<file path="config.mk">
export PLATFORM = sky130hd
export DESIGN_NAME = oaht_front
export DESIGN_NICKNAME = d
export VERILOG_FILES = /design/src/design/oaht_pkg.sv /design/src/design/oaht_front.sv
export SDC_FILE = /design/constraint.sdc
export NUM_CORES = 1
export LEC_CHECK = 0
export BUFFER_PORTS_ARGS = -buffer_cell sky130_fd_sc_hd__buf_2
export CORE_ASPECT_RATIO = 0.75
export CORE_MARGIN = 2
export CORE_UTILIZATION = 46
export CTS_CLUSTER_SIZE = 25
export DETAILED_ROUTE_END_ITERATION = 8
export PLACE_DENSITY = 0.76
export SYNTH_ARGS = -nofsm -noshare
export SYNTH_HDL_FRONTEND = slang
export SYNTH_SLANG_ARGS = --single-unit
</file>
<file path="constraint.sdc">
create_clock -name clk -period 9.9 [get_ports clk]
set_input_delay 1.485 -clock clk [delete_from_list [all_inputs] [get_ports clk]]
set_output_delay 1.485 -clock clk [all_outputs]
set_load 0.02 [all_outputs]
</file>
<file path="src/design/oaht_pkg.sv">
`timescale 1ns / 1ps
// ----------------------------------------------------------------------------
// oaht_pkg - shared types and constants of the open addressing hash table
// Operation and status codes, slot marks, widths and the structs passed
// between the front queue, the divider and the probe engine.
// ----------------------------------------------------------------------------
package oaht_pkg;

	localparam int DEPTH_DEF = 1024;
	localparam int CNT_W     = 11;
	localparam int HASH_W    = 30;
	localparam int HASH_IN_W = 32;
	localparam int KEY_W     = 64;
	localparam int VAL_W     = 64;
	localparam int MODE_W    = 2;
	localparam int STAT_W    = 3;
	localparam int S_DATA_W  = 176;
	localparam int M_DATA_W  = 168;

	localparam logic [CNT_W-1:0] BUCKET_RST = 11'd1021;

	// operation codes
	typedef enum logic [MODE_W-1:0] {
		MODE_INSERT = 2'd0,
		MODE_LOOKUP = 2'd1,
		MODE_REMOVE = 2'd2,
		MODE_FETCH  = 2'd3
	} mode_t;

	// slot marks
	typedef enum logic [1:0] {
		MARK_FREE    = 2'd0,
		MARK_USED    = 2'd1,
		MARK_DELETED = 2'd2
	} mark_t;

	// result status codes
	localparam logic [STAT_W-1:0] STAT_OK        = 3'd0;
	localparam logic [STAT_W-1:0] STAT_NOT_FOUND = 3'd1;
	localparam logic [STAT_W-1:0] STAT_DUP       = 3'd2;
	localparam logic [STAT_W-1:0] STAT_FULL      = 3'd3;
	localparam logic [STAT_W-1:0] STAT_END       = 3'd4;

	typedef struct packed {
		mode_t             mode;
		logic [HASH_W-1:0] hash;
		logic [KEY_W-1:0]  key;
		logic [VAL_W-1:0]  value;
		logic [CNT_W-1:0]  start;
	} item_t;

	typedef struct packed {
		logic              start;
		logic [HASH_W-1:0] dividend;
		logic [CNT_W-1:0]  divisor;
	} div_req_t;

	typedef struct packed {
		logic             busy;
		logic             done;
		logic [CNT_W-1:0] rem;
	} div_rsp_t;

	typedef struct packed {
		logic [STAT_W-1:0] status;
		logic [KEY_W-1:0]  found_key;
		logic [VAL_W-1:0]  found_value;
		logic [CNT_W-1:0]  next_index;
		logic [CNT_W-1:0]  occupied_count;
		logic [CNT_W-1:0]  tombstone_count;
	} result_t;

endpackage

</file>
<file path="src/design/oaht_front.sv">
`timescale 1ns / 1ps
// ----------------------------------------------------------------------------
// oaht_front - input side of the hash table
// Unpacks and classifies incoming transactions and holds them in a
// two-entry queue so a busy probe engine stalls the sender only when it is full.
// ----------------------------------------------------------------------------
module oaht_front (
	input  logic                          clk,
	input  logic                          arst_n,
	input  logic                          s_axis_tvalid,
	output logic                          s_axis_tready,
	input  logic [oaht_pkg::S_DATA_W-1:0] s_axis_tdata,
	input  logic [oaht_pkg::MODE_W-1:0]   s_axis_tuser,
	output logic                          q_valid,
	input  logic                          q_ready,
	output oaht_pkg::item_t               q_item
);

	oaht_pkg::item_t ent_q [2];
	oaht_pkg::item_t in_item;
	logic            wr_ptr_q;
	logic            rd_ptr_q;
	logic [1:0]      cnt_q;
	logic            push;
	logic            pop;

	// unpack and classify, hash masked to its used bits
	always_comb begin
		in_item.mode  = oaht_pkg::mode_t'(s_axis_tuser);
		in_item.hash  = s_axis_tdata[29:0];
		in_item.key   = s_axis_tdata[95:32];
		in_item.value = s_axis_tdata[159:96];
		in_item.start = s_axis_tdata[170:160];
	end

	assign s_axis_tready = (cnt_q != 2'd2);
	assign q_valid       = (cnt_q != 2'd0);
	assign q_item        = ent_q[rd_ptr_q];
	assign push          = s_axis_tvalid && s_axis_tready;
	assign pop           = q_valid && q_ready;

	// queue pointers and fill level
	always_ff @(posedge clk or negedge arst_n) begin
		if (!arst_n) begin
			wr_ptr_q <= 1'b0;
			rd_ptr_q <= 1'b0;
			cnt_q    <= 2'd0;
		end else begin
			if (push) wr_ptr_q <= !wr_ptr_q;
			if (pop) rd_ptr_q <= !rd_ptr_q;
			cnt_q <= cnt_q + {1'b0, push} - {1'b0, pop};
		end
	end

	// queue storage
	always_ff @(posedge clk) begin
		if (push) ent_q[wr_ptr_q] <= in_item;
	end

endmodule

</file>
==> out/qor.txt, run 1 <==
status - finished, final reports clean
final hold vios - 0
initial antenna violation count - 5
total number of yosys warnings - 0
post-synthesis cell type count - 19
Tightest Hold Check Type - reg2reg
area leader, netlist - edfxtp_1
nets@finish - 1107
drc violations - 0
Max rail drop VDD - 198 uV
root buffer cell - clkbuf_16
hold_ws - 0.555 ns
MaxCap Viol Count - 0
layout cells sized above 1 - 61.0%
register area share after synthesis - 80.5%
Buffers on Ports - 347
met1 usage - 19.6%
1st-iter DRT viols - 248
WL final - 24.6 mm
Static Leakage - 0.00623 uW
Post-Syn Area per Cell - 23.2 sq um
Final Max Slew Viols - 0
post-layout min period - 4.34 ns
detailed placement HPWL - 16.1 mm
Setup WS pre-CTS - 6.01 ns
busiest layer in global routing - met2
Avg WL per Cell - 18.8 um
via count - 6474
M3 GR Usage - 8.05%
dpl cell area - 15000 sq um
total gr overflow - 0
Rel. slew slack - 29.1%
Setup Viol. Count Final - 0
Synth Cell Area - 12900 sq um
crit path capture - q_item[72]
core area - 27800 sq um
endpoint class of the critical path - output pin
clk_skew - 0.0169 ns
WS Path Type - reg2out
synth-to-layout area growth - 24.9%
worst-margin pin slew - 1.06 ns
power density over the cells - 315 nW/um^2
Global Route met2 Usage - 25.9%
clk sinks - 346
Hold Buf Count CTS - 0
starting density of the core - 46.3%
RSZ-0062 raised after global routing - false
Critical Path Source Type - flop
H-tree level count - 2
CTS buffer count - 34
Ports - 355
design area - 16100 sq um
Final TNS setup - 0 ns
R2R setup slack - 7.11 ns
post_cts resized - 0
Slowest-stage cell, CP - dfrtp_4
setup ws final - 5.56 ns
die area - 29400 sq um
CTS tree - built
cell row count - 53
1st-pass router iterations - 4
number of post-CTS setup repair buffers - 0
Longest Clk Path Bufs - 3
CTS clk-pin slew, worst paths - 0.06 ns
fill cell count - 2066
Critical Path Max Stage Delay - 1.07 ns
Synth area leaders - edfxtp_1 80%, mux2_4 9.3%, mux2_2 8.0%
number of global-route vias before repair - 6730
largest net degree at the start of global routing - 96
gr usage total - 16.3%
worst-skew pair later-pin latency - 0.51 ns
post-synth top area share - 79.8%
R2R Path End - ent_q[0][143]
CP max FO - 95
ANT nets after route - 0
Post-Syn Instances - 554
crit path from - rd_ptr_q
critical path cell sequence - buf_12 > mux2_2 > buf_2
Mapped Nets - 737
Vias per Instance - 4.96
number of synthesized register bits - 346
fmax - 0.230 GHz
Tcrit/Tclk final - 43.8%
WP data arrival - 2.85 ns
r2r startpoint - cnt_q[0]
width of the chip - 197 um
R2R depth - 5
first-pass GRT wire length - 36.5 mm
Worst EP required - 8.42 ns
chip height - 149 um
gpl congestion - 0.699
## metal layers
layer	routed length [um]	vias up	share of wire [%]
met5	35	-	0.14
met2	11500	275	47
met3	2950	54	12
li1	-	2962	-
met4	583	6	2.4
met1	9560	3177	39
## worst min path at each step
| stage | from | end | slack (ns) | cells after the start |
|---|---|---|---|---|
| 6_report | wr_ptr_q | wr_ptr_q | 0.56 | 1 |
| 5_1_grt | wr_ptr_q | wr_ptr_q | 0.58 | 1 |
| 4_1_cts | wr_ptr_q | wr_ptr_q | 0.56 | 1 |
| 3_5_place_dp | wr_ptr_q | wr_ptr_q | 0.55 | 1 |
| 3_3_place_gp | wr_ptr_q | wr_ptr_q | 0.54 | 1 |
| 2_1_floorplan | wr_ptr_q | wr_ptr_q | 0.46 | 1 |
## cells by family (layout without fill, tap and decap cells)
kind of cell,count (synthesis),in the layout,synth area share (%)
compound gates,3,3,0.185
other cells,0,2,0
fa+ha+maj,1,1,0.0972
flops,346,346,80.5
buf+inv,19,412,1.22
mux,171,171,17.3
xor+xnor,3,3,0.204
simple gates,11,11,0.457
## layout by cell type (no fill, tap or decap), drive strengths merged, types with 2 or more instances in the layout
cell type / n
xnor2: 3
clkbuf: 43
diode: 2
nand2: 2
buf: 353
bufinv: 3
edfxtp: 342
mux2: 171
clkinv: 11
nor2: 3
dfrtp: 4
## sequential cells by signal, summed over array words and instances (netlist names)
signal,cells
wr_ptr_q,1
cnt_q,2
ent_q,342
rd_ptr_q,1
## final cells by class
| cell class | count | area (sq um) | area share, % |
|---|---|---|---|
| antenna | 2 | 5.00 | 0.0311 |
| clock buffer | 43 | 948 | 5.90 |
| clock inverter | 16 | 156 | 0.972 |
| multi-input combinational | 189 | 2360 | 14.7 |
| sequential | 346 | 10400 | 64.5 |
| tap | 357 | 447 | 2.78 |
| timing repair buffer | 353 | 1790 | 11.2 |
## Yosys cell counts
cell type,number
buf_6,10
xnor2_1,3
o21ai_0,1
a311oi_1,1
nand3_1,1
and3_1,1
edfxtp_1,342
nor2b_1,1
nor4bb_1,1
nand2_1,2
nand2b_1,1
nor2_1,3
mux2_2,91
buf_2,9
or2_2,1
ha_1,1
mux2_4,80
o21ba_2,1
dfrtp_1,4
## where the power goes
| part | total, uW | switching [uW] | internal [uW] |
|---|---|---|---|
| sequential | 2140 | 136 | 2010 |
| combinational | 1660 | 966 | 690 |
| clock | 1270 | 511 | 757 |
## worst max-delay path: cells and delay by family, from the launching register on
kind                   cells  cell delay (ns)
DFF                        1             1.07
buffers and inverters      2             0.76
muxes                      1             0.41
## per-stage QoR
| stage | instances | utilization, % | total power [uW] |
|---|---|---|---|
| 6_report | 1306 | 57.9 | 5060 |
| 5_1_grt | 1304 | 57.9 | 5300 |
| 4_1_cts | 1304 | 57.9 | 5140 |
| 3_5_place_dp | 1245 | 53.9 | 3850 |
| 3_3_place_gp | 1245 | 53.9 | 3820 |
| 2_1_floorplan | 554 | - | 3420 |
No activity file was read; power rests on OpenSTA's default activity.
==> run 2: changes to the inputs <==
--- a/config.mk
+++ b/config.mk
@@ -5,13 +5,14 @@
 export SDC_FILE = /design/constraint.sdc
 export NUM_CORES = 1
 export LEC_CHECK = 0
+export ABC_AREA = 1
 export BUFFER_PORTS_ARGS = -buffer_cell sky130_fd_sc_hd__buf_2
 export CORE_ASPECT_RATIO = 0.75
 export CORE_MARGIN = 2
 export CORE_UTILIZATION = 46
 export CTS_CLUSTER_SIZE = 25
 export DETAILED_ROUTE_END_ITERATION = 8
-export PLACE_DENSITY = 0.76
+export PLACE_DENSITY = 0.79
 export SYNTH_ARGS = -nofsm -noshare
 export SYNTH_HDL_FRONTEND = slang
 export SYNTH_SLANG_ARGS = --single-unit
==> constraint.sdc (replaced) <==
create_clock -name clk -period 3.6 [get_ports clk]
set_input_delay 0.54 -clock clk [delete_from_list [all_inputs] [get_ports clk]]
set_output_delay 0.54 -clock clk [all_outputs]
set_load 0.02 [all_outputs]
==> out/qor.txt, run 2 <==
post-layout min period - 2.76 ns
async set-reset flop share out of synthesis - 1.16% (unchanged)
final core utilization - 58.7% (was 57.9%)
Hold Startpoint - s_axis_tdata[14] (was wr_ptr_q)
worst-margin pin slew - 0.891 ns (was 1.06 ns)
Avg WL per Cell - 16.2 um (was 18.8 um)
Tcrit/Tclk final - 76.7%
WL final - 26.9 mm (was 24.6 mm)
commonest non-fill, non-tap cell in the layout - nand2_1 (was buf_2)
fmax - 0.362 GHz
count leader, synth - nand2_1 (was edfxtp_1)
Mapped Nets - 1107 (was 737)
Post-Syn Area per Cell - 13.8 sq um (was 23.2 sq um)
gpl congestion - 0.752 (was 0.699)
status - finished, final reports clean (unchanged)
RSZ-0062 raised after global routing - false (unchanged)
Top reg by flops - ent_q (unchanged)
Critical Path Source Type - flop (unchanged)
chip height - 148 um (was 149 um)
nets@finish - 1465 (was 1107)
post-synthesis simple-gate area fraction - 15.8% (was 0.457%)
Critical Path Max Stage Delay - 0.51 ns (was 1.07 ns)
post-synth top area share - 80.7% (was 79.8%)
drc violations - 0 (unchanged)
CTS buffer count - 35 (was 34)
CTS clk-pin slew, worst paths - 0.07 ns (was 0.06 ns)
clk_skew - 0.0145 ns (was 0.0169 ns)
Vias per Instance - 4.77 (was 4.96)
initial antenna violation count - 6 (was 5)
dpl cell area - 14800 sq um (was 15000 sq um)
register area share after synthesis - 81.5% (was 80.5%)
core area - 27100 sq um (was 27800 sq um)
max reg flops - 342 (unchanged)
main combinational cell family by area after synthesis - simple AND/OR/NAND/NOR gates (was multiplexers)
Buffers on Ports - 347 (unchanged)
width of the chip - 196 um (was 197 um)
final hold vios - 0 (unchanged)
first-pass GRT wire length - 40.7 mm (was 36.5 mm)
H-tree level count - 2 (unchanged)
WS Path Type - reg2out (unchanged)
r2r startpoint - cnt_q[0] (unchanged)
XOR/XNOR Fraction of Synth Area - 0.0689% (was 0.204%)
1st-pass router iterations - 6 (was 4)
critical path cell sequence - inv_6 > buf_12 > nand2_1 > nand2_1 > buf_2 (was buf_12 > mux2_2 > buf_2)
total gr overflow - 0 (unchanged)
Tightest Hold Check Type - in2reg (was reg2reg)
layout cells sized above 1 - 31.9% (was 61.0%)
R2R setup slack - 1.85 ns (was 7.11 ns)
starting density of the core - 47.0% (was 46.3%)
gr usage total - 18.1% (was 16.3%)
worst-skew pair later-pin latency - 0.51 ns (about the same)
Synth area leaders - edfxtp_1 81%, nand2_1 15%, buf_6 0.80% (was edfxtp_1 80%, mux2_4 9.3%, mux2_2 8.0%)
cell row count - 52 (was 53)
post_cts resized - 0 (unchanged)
clk sinks - 346 (unchanged)
Ports - 355 (unchanged)
number of global-route vias before repair - 7842 (was 6730)
Max rail drop VDD - 710 uV (was 198 uV)
power density over the cells - 888 nW/um^2 (was 315 nW/um^2)
detailed placement HPWL - 16.8 mm (was 16.1 mm)
die area - 29000 sq um (was 29400 sq um)
Final TNS setup - 0 ns (unchanged)
crit path from - rd_ptr_q (unchanged)
root buffer cell - clkbuf_16 (unchanged)
Main synth FF type - edfxtp_1 (unchanged)
post-synthesis cell type count - 15 (was 19)
top post-synthesis cells by count - 512 x nand2_1, 342 x edfxtp_1, 17 x buf_2, 11 x buf_4, 10 x nand2_2 (was 342 x edfxtp_1, 91 x mux2_2, 80 x mux2_4, 10 x buf_6, 9 x buf_2)
Post-Synth Adder-Cell Area - 0.0984% (was 0.0972%)
Longest Clk Path Bufs - 3 (unchanged)
1st-iter DRT viols - 364 (was 248)
number of synthesized register bits - 346 (unchanged)
CTS tree - built (unchanged)
via count - 7916 (was 6474)
area leader, netlist - edfxtp_1 (unchanged)
total number of yosys warnings - 0 (unchanged)
ANT nets after route - 0 (unchanged)
largest net degree at the start of global routing - 172 (was 96)
MaxCap Viol Count - 0 (unchanged)
Rel. slew slack - 40.6% (was 29.1%)
Synth Area in Compound Gates - 0.0787% (was 0.185%)
Post-synth EDFFs - 342 (unchanged)
number of post-CTS setup repair buffers - 0 (unchanged)
Final Max Slew Viols - 0 (unchanged)
design area - 15900 sq um (was 16100 sq um)
CP most frequent cell - nand2_1
WP data arrival - 2.22 ns (was 2.85 ns)
Synth Cell Area - 12700 sq um (was 12900 sq um)
Static Leakage - 0.00682 uW (was 0.00623 uW)
Setup Viol. Count Final - 0 (unchanged)
post-synthesis mux area share - 0% (was 17.3%)
endpoint class of the critical path - output pin (unchanged)
CP max FO - 70 (was 95)
Tot Pwr - 14100 uW (was 5060 uW)
Slowest-stage cell, CP - dfrtp_4 (unchanged)
Post-Syn Instances - 924 (was 554)
synth-to-layout area growth - 24.9% (about the same)
Regs by FF count - ent_q x342, cnt_q x2 (unchanged)
commonest cells after routing, fill and taps aside - 510 x nand2_1, 347 x buf_2, 342 x edfxtp_1, 37 x clkbuf_16 (was 347 x buf_2, 342 x edfxtp_1, 91 x mux2_2, 80 x mux2_4, 37 x clkbuf_16)
Worst EP required - 3.06 ns (was 8.42 ns)
-- run 2: cells by family (layout without fill, tap and decap cells) --
group | Yosys count | count (layout)
simple gates | 529 | 529
flops | 346 | 346
buf+inv | 45 | 427
compound gates | 2 | 2
fa+ha+maj | 1 | 1
xor+xnor | 1 | 1
other cells | 0 | 2
-- run 2: final cells by class --
| cell class | instances | area [sq um] |
|---|---|---|
| antenna | 2 | 5.00 |
| clock buffer | 47 | 963 |
| clock inverter | 14 | 91.3 |
| fill | 2099 | 11200 |
| inverter | 8 | 35.0 |
| multi-input combinational | 533 | 2070 |
| sequential | 346 | 10400 |
| tap | 351 | 439 |
| timing repair buffer | 358 | 1900 |
-- run 2: metal layers --
metal	share of wire, %	vias to the layer above	track usage [%]
li1	-	3845	-
met1	40	3706	22.0
met2	48	291	29.5
met3	9.3	68	6.73
met4	3.1	6	7.39
met5	0.14	-	0
-- run 2: report_power, final --
group	switching, uW	leakage, uW	internal (uW)
combinational	3660	0.00308	1380
sequential	216	0.00322	5500
clock	1400	0.000511	1950
total	5280	0.00682	8820
-- run 2: stage by stage --
stage | std cells | setup WS [ns] | hold WS [ns]
global placement | 1595 | 1.37 | 0.350
global route | 1658 | 0.688 | 0.184
floorplan | 924 | 0.00308 | 0.244
CTS | 1657 | 0.790 | 0.182
detailed placement | 1595 | 1.36 | 0.350
finish | 1659 | 0.841 | 0.220
-- run 2: timing repair --
| action | CTS | global route |
|---|---|---|
| setup endpoints to repair | 0 | 0 |
| hold endpoints to repair | 4 | 0 |
| hold buffers | 1 | 0 |
-- run 2: worst max-delay path, delay by kind of cell (launching register included) --
| family | cells | cell delay (ns) |
|---|---|---|
| buf+inv | 3 | 0.91 |
| flops | 1 | 0.51 |
| simple gates | 2 | 0.19 |
-- run 2: worst paths after layout --
path	endpoint	depth (start not counted)
max in group asynchronous	rd_ptr_q	2
max	q_item[36]	5
min in group asynchronous	rd_ptr_q	2
min	ent_q[1][153]	1
min reg2reg	cnt_q[0]	1
max reg2reg	ent_q[1][76]	5
