`src/design/oaht_pkg.sv`:
```
`timescale 1ns / 1ps
// ----------------------------------------------------------------------------
// oaht_pkg - shared types and constants of the open addressing hash table
// Operation and status codes, slot marks, widths and the structs passed
// between the front queue, the divider and the probe engine.
// ----------------------------------------------------------------------------
package oaht_pkg;

	localparam int DEPTH_DEF = 1024;
	localparam int CNT_W     = 11;
	localparam int HASH_W    = 30;
	localparam int HASH_IN_W = 32;
	localparam int KEY_W     = 64;
	localparam int VAL_W     = 64;
	localparam int MODE_W    = 2;
	localparam int STAT_W    = 3;
	localparam int S_DATA_W  = 176;
	localparam int M_DATA_W  = 168;

	localparam logic [CNT_W-1:0] BUCKET_RST = 11'd1021;

	// operation codes
	typedef enum logic [MODE_W-1:0] {
		MODE_INSERT = 2'd0,
		MODE_LOOKUP = 2'd1,
		MODE_REMOVE = 2'd2,
		MODE_FETCH  = 2'd3
	} mode_t;

	// slot marks
	typedef enum logic [1:0] {
		MARK_FREE    = 2'd0,
		MARK_USED    = 2'd1,
		MARK_DELETED = 2'd2
	} mark_t;

	// result status codes
	localparam logic [STAT_W-1:0] STAT_OK        = 3'd0;
	localparam logic [STAT_W-1:0] STAT_NOT_FOUND = 3'd1;
	localparam logic [STAT_W-1:0] STAT_DUP       = 3'd2;
	localparam logic [STAT_W-1:0] STAT_FULL      = 3'd3;
	localparam logic [STAT_W-1:0] STAT_END       = 3'd4;

	typedef struct packed {
		mode_t             mode;
		logic [HASH_W-1:0] hash;
		logic [KEY_W-1:0]  key;
		logic [VAL_W-1:0]  value;
		logic [CNT_W-1:0]  start;
	} item_t;

	typedef struct packed {
		logic              start;
		logic [HASH_W-1:0] dividend;
		logic [CNT_W-1:0]  divisor;
	} div_req_t;

	typedef struct packed {
		logic             busy;
		logic             done;
		logic [CNT_W-1:0] rem;
	} div_rsp_t;

	typedef struct packed {
		logic [STAT_W-1:0] status;
		logic [KEY_W-1:0]  found_key;
		logic [VAL_W-1:0]  found_value;
		logic [CNT_W-1:0]  next_index;
		logic [CNT_W-1:0]  occupied_count;
		logic [CNT_W-1:0]  tombstone_count;
	} result_t;

endpackage

```
`src/design/oaht_div.sv`:
```
`timescale 1ns / 1ps
// ----------------------------------------------------------------------------
// oaht_div - serial remainder unit
// Restoring division of the masked hash by the slot count, one quotient
// bit per cycle; only the remainder (home slot) is kept.
// ----------------------------------------------------------------------------
module oaht_div (
	input  logic               clk,
	input  logic               arst_n,
	input  oaht_pkg::div_req_t req,
	output oaht_pkg::div_rsp_t rsp
);

	localparam int CW = $clog2(oaht_pkg::HASH_W);
	localparam logic [CW-1:0] LAST = CW'(oaht_pkg::HASH_W - 1);

	logic [oaht_pkg::CNT_W-1:0]  rem_q;
	logic [oaht_pkg::CNT_W-1:0]  dvs_q;
	logic [oaht_pkg::HASH_W-1:0] dvd_q;
	logic [CW-1:0]               cnt_q;
	logic                        busy_q;
	logic                        done_q;
	logic [oaht_pkg::CNT_W:0]    trial;
	logic [oaht_pkg::CNT_W-1:0]  rem_nx;

	// one restoring step
	always_comb begin
		trial = {rem_q, dvd_q[oaht_pkg::HASH_W-1]};
		if (trial >= {1'b0, dvs_q}) begin
			rem_nx = oaht_pkg::CNT_W'(trial - {1'b0, dvs_q});
		end else begin
			rem_nx = trial[oaht_pkg::CNT_W-1:0];
		end
	end

	// step control
	always_ff @(posedge clk or negedge arst_n) begin
		if (!arst_n) begin
			busy_q <= 1'b0;
			done_q <= 1'b0;
			cnt_q  <= '0;
		end else begin
			done_q <= 1'b0;
			if (req.start) begin
				busy_q <= 1'b1;
				cnt_q  <= '0;
			end else if (busy_q) begin
				cnt_q <= cnt_q + CW'(1);
				if (cnt_q == LAST) begin
					busy_q <= 1'b0;
					done_q <= 1'b1;
				end
			end
		end
	end

	// datapath
	always_ff @(posedge clk) begin
		if (req.start) begin
			rem_q <= '0;
			dvs_q <= req.divisor;
			dvd_q <= req.dividend;
		end else if (busy_q) begin
			rem_q <= rem_nx;
			dvd_q <= {dvd_q[oaht_pkg::HASH_W-2:0], 1'b0};
		end
	end

	assign rsp.busy = busy_q;
	assign rsp.done = done_q;
	assign rsp.rem  = rem_q;

endmodule

```
`config.mk`:
```
export PLATFORM = sky130hd
export DESIGN_NAME = oaht_div
export DESIGN_NICKNAME = d
export VERILOG_FILES = /design/src/design/oaht_pkg.sv /design/src/design/oaht_div.sv
export SDC_FILE = /design/constraint.sdc
export NUM_CORES = 1
export LEC_CHECK = 0
export BUFFER_PORTS_ARGS = -buffer_cell sky130_fd_sc_hd__buf_2
export CAP_MARGIN = 0
export CORE_AREA = 4 4 94 96
export DETAILED_ROUTE_END_ITERATION = 7
export DIE_AREA = 0 0 98 100
export SLEW_MARGIN = 5
export SYNTH_ARGS = -nofsm -noshare
export SYNTH_HDL_FRONTEND = slang
export SYNTH_SLANG_ARGS = --single-unit
```
`constraint.sdc`:
```
create_clock -name clk -period 3.8 [get_ports clk]
set_input_delay 0 -clock clk [delete_from_list [all_inputs] [get_ports clk]]
set_output_delay 0 -clock clk [all_outputs]
set_load 0.01 [all_outputs]
```
==> results.toml, run 1 <==
[global_route]
use_met2 = 0.241
grt_pass1_wl_um = 11500
track_usage = 0.147
met1_usage = 0.186
grt_max_degree = 36
grt_pass1_vias = 2431
top_usage_layer = "met2"
met3_usage = 0.0389
antenna_found_initial = 0
grt_overflow = 0

[timing]
period_share = 0.650
skew_ps = 6.43
setup_violations = 0
period_minus_slack_ps = 2470
clock.fmax_ghz = 0.405
rsz0062_at_grt = "false"
tightest_slew_ps = 766
slew_viol_final = 0
slew_headroom = 0.489
tns_ps = 0
hold_viol_final = 0

[layout]
nets = 416
final_common_cell = "buf_2"
postLayoutCellArea_mm2 = 0.00412
final_cell_mix = "buf_2, dlygate4sd3_1, edfxtp_1, mux2_2, nor2_1"
syn_to_final_growth_pct = 31.8
diodes = 0
drive_gt1_frac = 0.309

[cts]
cts_buffers = 9
cts-htree-levels = 3
clk_latency_ps = 330
cts_root_buffer = "clkbuf_8"
clkTransAtPathRegs_ps = 70
cts_sinks = 59
clk_path_buf_depth = 2
cts_tree = "yes"
postCtsSetupBuffers = 0

[critical_path]
end_kind = "flip-flop"
crit_required_ps = 4040
crit_fanout = 12
arrival_ps = 2710
worstSetupPathType = "flip-flop to flip-flop"
start_kind = "flip-flop"
r2r_cells = 8

[place]
dpl-instance-area_mm2 = 0.00346
gp_congestion = 0.806
hpwl_um = 4450
io_buffers = 56

[synthesis]
synthArstFlopShare = 0.119
yosys.area.top_type = "edfxtp_1"
synth_seq_area_share = 0.521
yosysWarningCount = 0
synth_fp_nets = 321
ys_ff_latch = 59
yosysUniqueCellTypes = 53
synth-main-ff-cell = "edfxtp_1"
synth_edf_count = 41
synth.top_cells.by_area = "edfxtp_1, mux2_2, dfxtp_1"
syn_avg_cell_area_um2 = 11.9
synth_top_area_frac = 0.394
syn_area_mm2 = 0.00312
synth_cells = 263

[routing]
first_pass_iters = 4
vias_per_cell = 4.98
wl_per_cell_um = 14.2
wl_um = 6630
drc = 0
dr_total_vias = 2330
drt_iter0_markers = 73
ant_nets = 0

[die]
fp.dieW_um = 98
initial_utilization = 0.388
die_area_mm2 = 0.00980
die_h_um = 100
fp.coreArea_mm2 = 0.00805
io_pins = 57
rows = 33

[power_and_ir_drop]
ir_drop_mv = 0.256
power.total_uw = 2390
p_leak_uw = 0.00177
p_per_area_mw_per_mm2 = 581

[run]
drv_cap = 0

[outcome]
outcome = "completed"

[min_path]
hold_path_class = "primary input to asynchronous set/reset pin"
==> per-stage QoR <==
stage	instances	utilization	hold slack, ps	setup WS [ps]
after global placement	410	0.429	-155	1380
after detailed placement	410	0.429	-152	1340
after CTS	468	0.511	23.1	1320
final	468	0.511	27.4	1330
after global routing	468	0.511	47.7	1030
after floorplan	263	-	-296	1590
==> cell type report <==
type / instances / area (um2)
well taps: 105 / 131
multi-input cells: 169 / 1330
fillers: 716 / 3930
repair buffers: 102 / 731
inverters: 17 / 63.8
clock buffers: 9 / 124
clock inverters: 7 / 116
flip-flops and latches: 59 / 1630
==> worst max-delay path: stages (launching register included) <==
cell and delay (ps):
edfxtp_1 370, ha_1 230, fa_1 390, nand2b_1 190, a21oi_2 190, o21a_1 190, o2111ai_2 320, a21o_1 270
a311oi_1 230
==> final timing paths <==
| check | startpoint | to | slack (ps) |
|---|---|---|---|
| min | arst_n | done_q$_DFF_PN0_ | 30 |
| max | dvs_q[0]$_DFFE_PP_ | rem_q[0]$_SDFFE_PP0P_ | 1330 |
| max reg2reg | dvs_q[0]$_DFFE_PP_ | rem_q[0]$_SDFFE_PP0P_ | 1330 |
| min reg2reg | rem_q[10]$_SDFFE_PP0P_ | rem_q[10]$_SDFFE_PP0P_ | 500 |
| min in group clk | req[41] | cnt_q[2]$_DFFE_PN0P_ | 230 |
| max in group asynchronous | arst_n | cnt_q[2]$_DFFE_PN0P_ | 3620 |
==> routing by layer <==
| layer | vias to the layer above | part of all wire |
|---|---|---|
| li1 | 1161 | - |
| met1 | 1103 | 0.47 |
| met2 | 55 | 0.48 |
| met3 | 11 | 0.039 |
| met4 | 0 | 0.017 |
| met5 | - | 0 |
==> repair_timing <==
| item | in CTS | in global routing |
|---|---|---|
| gates resized for setup | 0 | 0 |
| endpoints found under the hold margin | 48 | 0 |
| hold buffers | 42 | 0 |
==> sequential cells by signal, indices dropped and copies added (netlist names) <==
signal and cells:
busy_q 1, cnt_q 5, done_q 1, dvd_q 30
dvs_q 11, rem_q 11
==> cell usage after synthesis (4+ instances only) <==
| cell type | count |
|---|---|
| clkbuf_1 | 4 |
| nand4_1 | 4 |
| a311oi_1 | 6 |
| dfrtp_1 | 7 |
| edfxtp_1 | 41 |
| ha_1 | 13 |
| nor3_1 | 4 |
| xnor2_1 | 6 |
| dfxtp_1 | 11 |
| buf_1 | 4 |
| nor2_1 | 23 |
| a21oi_1 | 6 |
| o21ai_0 | 5 |
| nand2_1 | 9 |
| a21o_1 | 6 |
| inv_1 | 17 |
| nand3_1 | 9 |
| mux2_2 | 29 |
| xor2_1 | 4 |
==> cells by family after synthesis <==
kind of cell    synth area share
simple gates               0.100
flops                      0.521
compound gates             0.127
buf+inv                   0.0553
mux                        0.111
fa+ha+maj                 0.0585
xor+xnor                  0.0280
==> report_power, final <==
part	leakage, uW	internal (uW)	total, uW	switching [uW]
Combinational	0.00104	396	840	444
Clock	0.000119	434	691	257
Sequential	0.000608	787	861	74.7
Note: power is estimated with default switching activity, not from simulation.
==> run 2: changes to the inputs <==
- ABC_AREA: not set -> 1
- CORE_AREA: 4 4 94 96 -> 4 4 95 97
- DIE_AREA: 0 0 98 100 -> 0 0 99 101
- clock period: 3.8 -> 2 ns (I/O delays scaled with it)
==> run 2 against run 1 <==
Cell count is 29% higher. Final area is 2.1% higher. First-iteration DRC count increased by 16%. Largest power group is now combinational logic.
==> results.toml, run 2 <==
[critical_path]
r2r_cells = 10
critPathTopFamily = "adder cells"
max_stage_delay_ps = 370
arrival_ps = 2140
start_kind = "flip-flop"
worstSetupPathType = "flip-flop to flip-flop"
crit_fanout = 11
crit_required_ps = 2270
path_common_cell = "nand3_1"
cp_num_cells = 10
cp_num_buf_inv = 2
end_kind = "flip-flop"
crit_chain = "ha_1 -> fa_2 -> inv_1 -> nand3_1 -> nand3_1 -> nand2_2 -> buf_4 -> nand4_1 -> nand3_1 -> o21ai_1"
cpMaxStageDelayCell = "edfxtp_1"

[synthesis]
synth_fp_nets = 448
synth_compound_area_frac = 0.0282
synth_fa_ha_area_frac = 0.0571
synth.most_common_cell = "nand2_1"
syn_area_mm2 = 0.00320
synth_top_area_frac = 0.385
synth_edf_count = 41
syn_avg_cell_area_um2 = 8.20
synth_seq_area_share = 0.508
synthMuxAreaShare = 0
synth_top_family_by_area = "simple AND/OR/NAND/NOR gates"
yosysWarningCount = 0
synth_cells = 390
synth_xor_area_frac = 0.00821
ys_ff_latch = 59
synth-main-ff-cell = "edfxtp_1"
synthTopCellsByCount = "nand2_1, inv_1, edfxtp_1, nand3_1, nand4_1"
yosys.area.top_type = "edfxtp_1"
synthSimpleGateAreaFrac = 0.302
synth.top_cells.by_area = "edfxtp_1, nand2_1, dfxtp_1"
synthArstFlopShare = 0.119
yosysUniqueCellTypes = 27

[global_route]
grt_overflow = 0
grt_max_degree = 43
track_usage = 0.157
grt_pass1_wl_um = 12600
antenna_found_initial = 0
grt_pass1_vias = 2816

[power_and_ir_drop]
p_per_area_mw_per_mm2 = 1070
p_sw_uw = 1680
p_leak_uw = 0.00217
ir_drop_mv = 0.408
combPwrFrac = 0.405
p_clk_frac = 0.238
p_seq_frac = 0.358
p_sw_frac = 0.375
p_int_uw = 2810

[routing]
wl_um = 7410
drc = 0
vias_per_cell = 4.69
drt_iter0_markers = 85
wl_per_cell_um = 12.3
first_pass_iters = 4
dr_total_vias = 2822
ant_nets = 0

[layout]
largest_reg_flops = 30
syn_to_final_growth_pct = 31.4
diodes = 0
num-fill-cells = 792
postLayoutCellArea_mm2 = 0.00420
fin_util = 0.517
nets = 550
regMostFlops = "dvd_q"
top_regs = "dvd_q (30), dvs_q (11), rem_q (11)"
final_common_cell = "nand2_1"
final_cell_mix = "nand2_1, inv_1, buf_2, dlygate4sd3_1, edfxtp_1"
drive_gt1_frac = 0.193

[cts]
cts_tree = "yes"
cts-htree-levels = 3
cts_root_buffer = "clkbuf_8"
clkTransAtPathRegs_ps = 70
cts_sinks = 59
clk_latency_ps = 340
cts_buffers = 9
clk_path_buf_depth = 2

[die]
fp.dieW_um = 99
die_h_um = 101
rows = 33
fp.coreArea_mm2 = 0.00813
io_pins = 57
initial_utilization = 0.393
die_area_mm2 = 0.0100

[timing]
tightest_slew_ps = 911
period_minus_slack_ps = 1870
setup_violations = 0
slew_headroom = 0.392
slew_viol_final = 0
rsz0062_at_grt = "false"
hold_ws_ps = 17.2
skew_ps = 7.44
clock.fmax_ghz = 0.536
hold_viol_final = 0
period_share = 0.933

[run]
drv_cap = 0

[place]
hpwl_um = 4850
io_buffers = 56
dpl-instance-area_mm2 = 0.00358
gp_congestion = 0.959

[min_path]
hold_path_class = "primary input to asynchronous set/reset pin"

[outcome]
outcome = "completed"
==> run 2: path summary, 6_finish.rpt <==
path                                          endpoint                   start  slack (ps)
worst min register to register  rem_q[10]$_SDFFE_PP0P_  rem_q[10]$_SDFFE_PP0P_         480
min in group clk                  cnt_q[1]$_DFFE_PN0P_                 req[41]          50
worst max-delay path             rem_q[4]$_SDFFE_PP0P_      dvs_q[0]$_DFFE_PP_         130
worst max register to register   rem_q[4]$_SDFFE_PP0P_      dvs_q[0]$_DFFE_PP_         130
worst min-delay path                  done_q$_DFF_PN0_                  arst_n          20
max in group asynchronous         cnt_q[0]$_DFFE_PN0P_                  arst_n        1830
==> run 2: area by class of cell <==
cell class | instances | area (um2) | area share
clock buffers | 9 | 124 | 0.0295
clock inverters | 7 | 67.6 | 0.0161
multi-input cells | 257 | 1280 | 0.304
repair buffers | 105 | 753 | 0.179
inverters | 60 | 225 | 0.0536
flip-flops and latches | 59 | 1630 | 0.387
well taps | 105 | 131 | 0.0313
==> run 2: timing repair <==
action                                  4_1_cts  5_1_grt
buffers inserted                              0        0
endpoints found under the hold margin        48        0
hold buffers                                 42        0
endpoints found under the setup margin        1        2
gates resized for setup                       1        1
==> run 2: stage by stage <==
stage | setup WS [ps] | setup TNS, ps | std cells | power [uW]
finish | 134 | 0 | 602 | 4490
global route | 31.4 | 0 | 602 | 4840
CTS | 70.8 | 0 | 602 | 4530
detailed placement | -11.3 | -11.3 | 544 | 3370
global placement | 51.4 | 0 | 544 | 3350
floorplan | 208 | 0 | 390 | 2960
==> run 2: cell families (layout without fill, tap and decap cells) <==
family / count (synthesis) / after routing
AND/OR/NAND/NOR: 223 / 223
buffers and inverters: 74 / 181
flip-flops: 59 / 59
AO/OA/AOI/OAI: 17 / 17
adder cells (fa/ha/maj): 14 / 14
XOR/XNOR: 3 / 3
==> run 2: per-layer routing <==
| metal | vias up | share of wire | wire length, um | global-route usage |
|---|---|---|---|---|
| met4 | 0 | 0.015 | 110 | 0.0420 |
| met3 | 11 | 0.059 | 438 | 0.0457 |
| met2 | 73 | 0.50 | 3700 | 0.281 |
| met1 | 1292 | 0.43 | 3160 | 0.184 |
| li1 | 1446 | - | - | - |
| met5 | - | 0 | 0 | 0 |
==> run 2: power groups by stage <==
stage / registers (uW) / clock network [uW] / logic (uW)
2_1_floorplan: 1660 / 0 / 1300
3_3_place_gp: 1630 / 0 / 1730
3_5_place_dp: 1640 / 0 / 1740
4_1_cts: 1610 / 1090 / 1820
5_1_grt: 1640 / 1140 / 2060
6_report: 1610 / 1070 / 1820
==> run 3: changes to the inputs <==
- BUFFER_PORTS_ARGS: -buffer_cell sky130_fd_sc_hd__buf_2 -> -buffer_cell sky130_fd_sc_hd__clkbuf_2
- CTS_BUF_LIST: not set -> sky130_fd_sc_hd__clkbuf_2 sky130_fd_sc_hd__clkbuf_4 sky130_fd_sc_hd__clkbuf_8
==> run 3 against run 2 <==
Routed wire length down 1.7%. Worst hold slack better by 14 ps. Power grew 5.3%. Flip-flop and latch count unchanged. Clock skew shrank 2.5 ps. Global-route usage fell by 0.17 points. Non-clock buffer count rose by 2. Critical path depth did not move. Final area up 1.7%. Critical endpoint unchanged. Largest cell class unchanged.
==> results.toml, run 3 (same netlist as run 2, synthesis figures left out) <==
[die]
die_h_um = 101
die_area_mm2 = 0.0100
initial_utilization = 0.393
rows = 33
fp.coreArea_mm2 = 0.00813
io_pins = 57
fp.dieW_um = 99

[cts]
postCtsSetupBuffers = 0
clkTransAtPathRegs_ps = 60
clk_path_buf_depth = 2
clk_latency_ps = 340
cts_sinks = 59
cts_tree = "yes"
cts_buffers = 9
cts_root_buffer = "clkbuf_8"
cts-htree-levels = 3

[timing]
hold_viol_final = 0
slew_viol_final = 0
period_share = 0.910
clock.fmax_ghz = 0.550
period_minus_slack_ps = 1820
tns_ps = 0
tightest_slew_ps = 450
rsz0062_at_grt = "false"
setup_violations = 0
skew_ps = 4.99
slew_headroom = 0.700

[power_and_ir_drop]
power.total_uw = 4730
p_per_area_mw_per_mm2 = 1110
ir_drop_mv = 0.448
p_leak_uw = 0.00220

[routing]
drt_iter0_markers = 117
wl_met3_um = 400
wl_met1_um = 3150
dr_total_vias = 2809
dr.max_layer_used = "met4"
first_pass_iters = 4
drc = 0
ant_nets = 0
vias_per_cell = 4.66
wl_per_cell_um = 12.1
dr_wl_met2_um = 3610
wl_um = 7290

[outcome]
outcome = "completed"

[layout]
largest_reg_flops = 30
nets = 552
num-fill-cells = 767
top_regs = "dvd_q (30), dvs_q (11), rem_q (11)"
drive_gt1_frac = 0.193
syn_to_final_growth_pct = 33.6
final_cell_mix = "nand2_1, inv_1, clkbuf_2, dlygate4sd3_1, edfxtp_1"
regMostFlops = "dvd_q"
multiInputGateArea_mm2 = 0.00128
postLayoutCellArea_mm2 = 0.00427
final_common_cell = "nand2_1"
register_area_mm2 = 0.00163
diodes = 0

[place]
hpwl_um = 4950
gp_congestion = 0.962
dpl-instance-area_mm2 = 0.00360
io_buffers = 56

[critical_path]
end_kind = "flip-flop"
r2r_cells = 10
worstSetupPathType = "flip-flop to flip-flop"
start_kind = "flip-flop"
crit_required_ps = 2280
arrival_ps = 2100
crit_fanout = 11

[global_route]
grt_max_degree = 40
grt_pass1_wl_um = 12200
antenna_found_initial = 0
grt_pass1_vias = 2647
grt_overflow = 0
track_usage = 0.155

[run]
drv_cap = 0

[min_path]
hold_path_class = "primary input to asynchronous set/reset pin"
-- run 3: per-layer routing --
layer / vias to the layer above / GRT usage
li1: 1445 / -
met1: 1277 / 0.186
met2: 77 / 0.264
met3: 10 / 0.0457
met4: 0 / 0.0578
met5: - / 0
-- run 3: final timing paths --
check | startpoint | endpoint | slack [ps]
hold reg to reg | cnt_q[4]$_DFFE_PN0P_ | cnt_q[4]$_DFFE_PN0P_ | 470
hold / removal | arst_n | done_q$_DFF_PN0_ | 30
setup reg to reg | dvs_q[0]$_DFFE_PP_ | rem_q[4]$_SDFFE_PP0P_ | 180
setup / recovery | dvs_q[0]$_DFFE_PP_ | rem_q[4]$_SDFFE_PP0P_ | 180
max in group asynchronous | arst_n | cnt_q[2]$_DFFE_PN0P_ | 1800
min in group clk | req[10] | dvs_q[10]$_DFFE_PP_ | 370
-- run 3: per-stage QoR --
step                worst slack, ps  hold WS [ps]  instances   util
global placement               66.9          -155        545  0.443
detailed placement             30.7          -156        545  0.443
floorplan                       208          -296        390      -
CTS                            21.3          20.4        603  0.524
finish                          181          31.5        603  0.525
global route                   22.6          20.4        603  0.525
-- run 3: critical path, stage by stage, from the launching register on --
cell and delay (ps):
edfxtp_1 380, ha_2 210, fa_2 350, inv_1 80, nand3_1 90, nand3_1 110
nand2_2 70, buf_4 190, nand4_1 110, nand3_1 90, o21ai_1 70
-- run 3: where the power goes --
group | switching (uW) | leakage, uW | internal, uW | total, uW
clock | 483 | 0.000110 | 812 | 1300
combinational | 1080 | 0.00147 | 745 | 1830
sequential | 116 | 0.000620 | 1500 | 1610
-- run 3: what timing repair did --
| item | 4_1_cts | 5_1_grt |
|---|---|---|
| hold buffers | 43 | 0 |
| setup endpoints to repair | 0 | 11 |
| gates resized for setup | 0 | 3 |
| hold endpoints to repair | 49 | 0 |
-- run 3: cell type report --
cell class              count  share of cell area
clock buffers               9              0.0290
well taps                 105              0.0307
multi-input cells         257               0.299
inverters                  60              0.0527
repair buffers            107               0.183
flip-flops and latches     59               0.381
clock inverters             6              0.0246
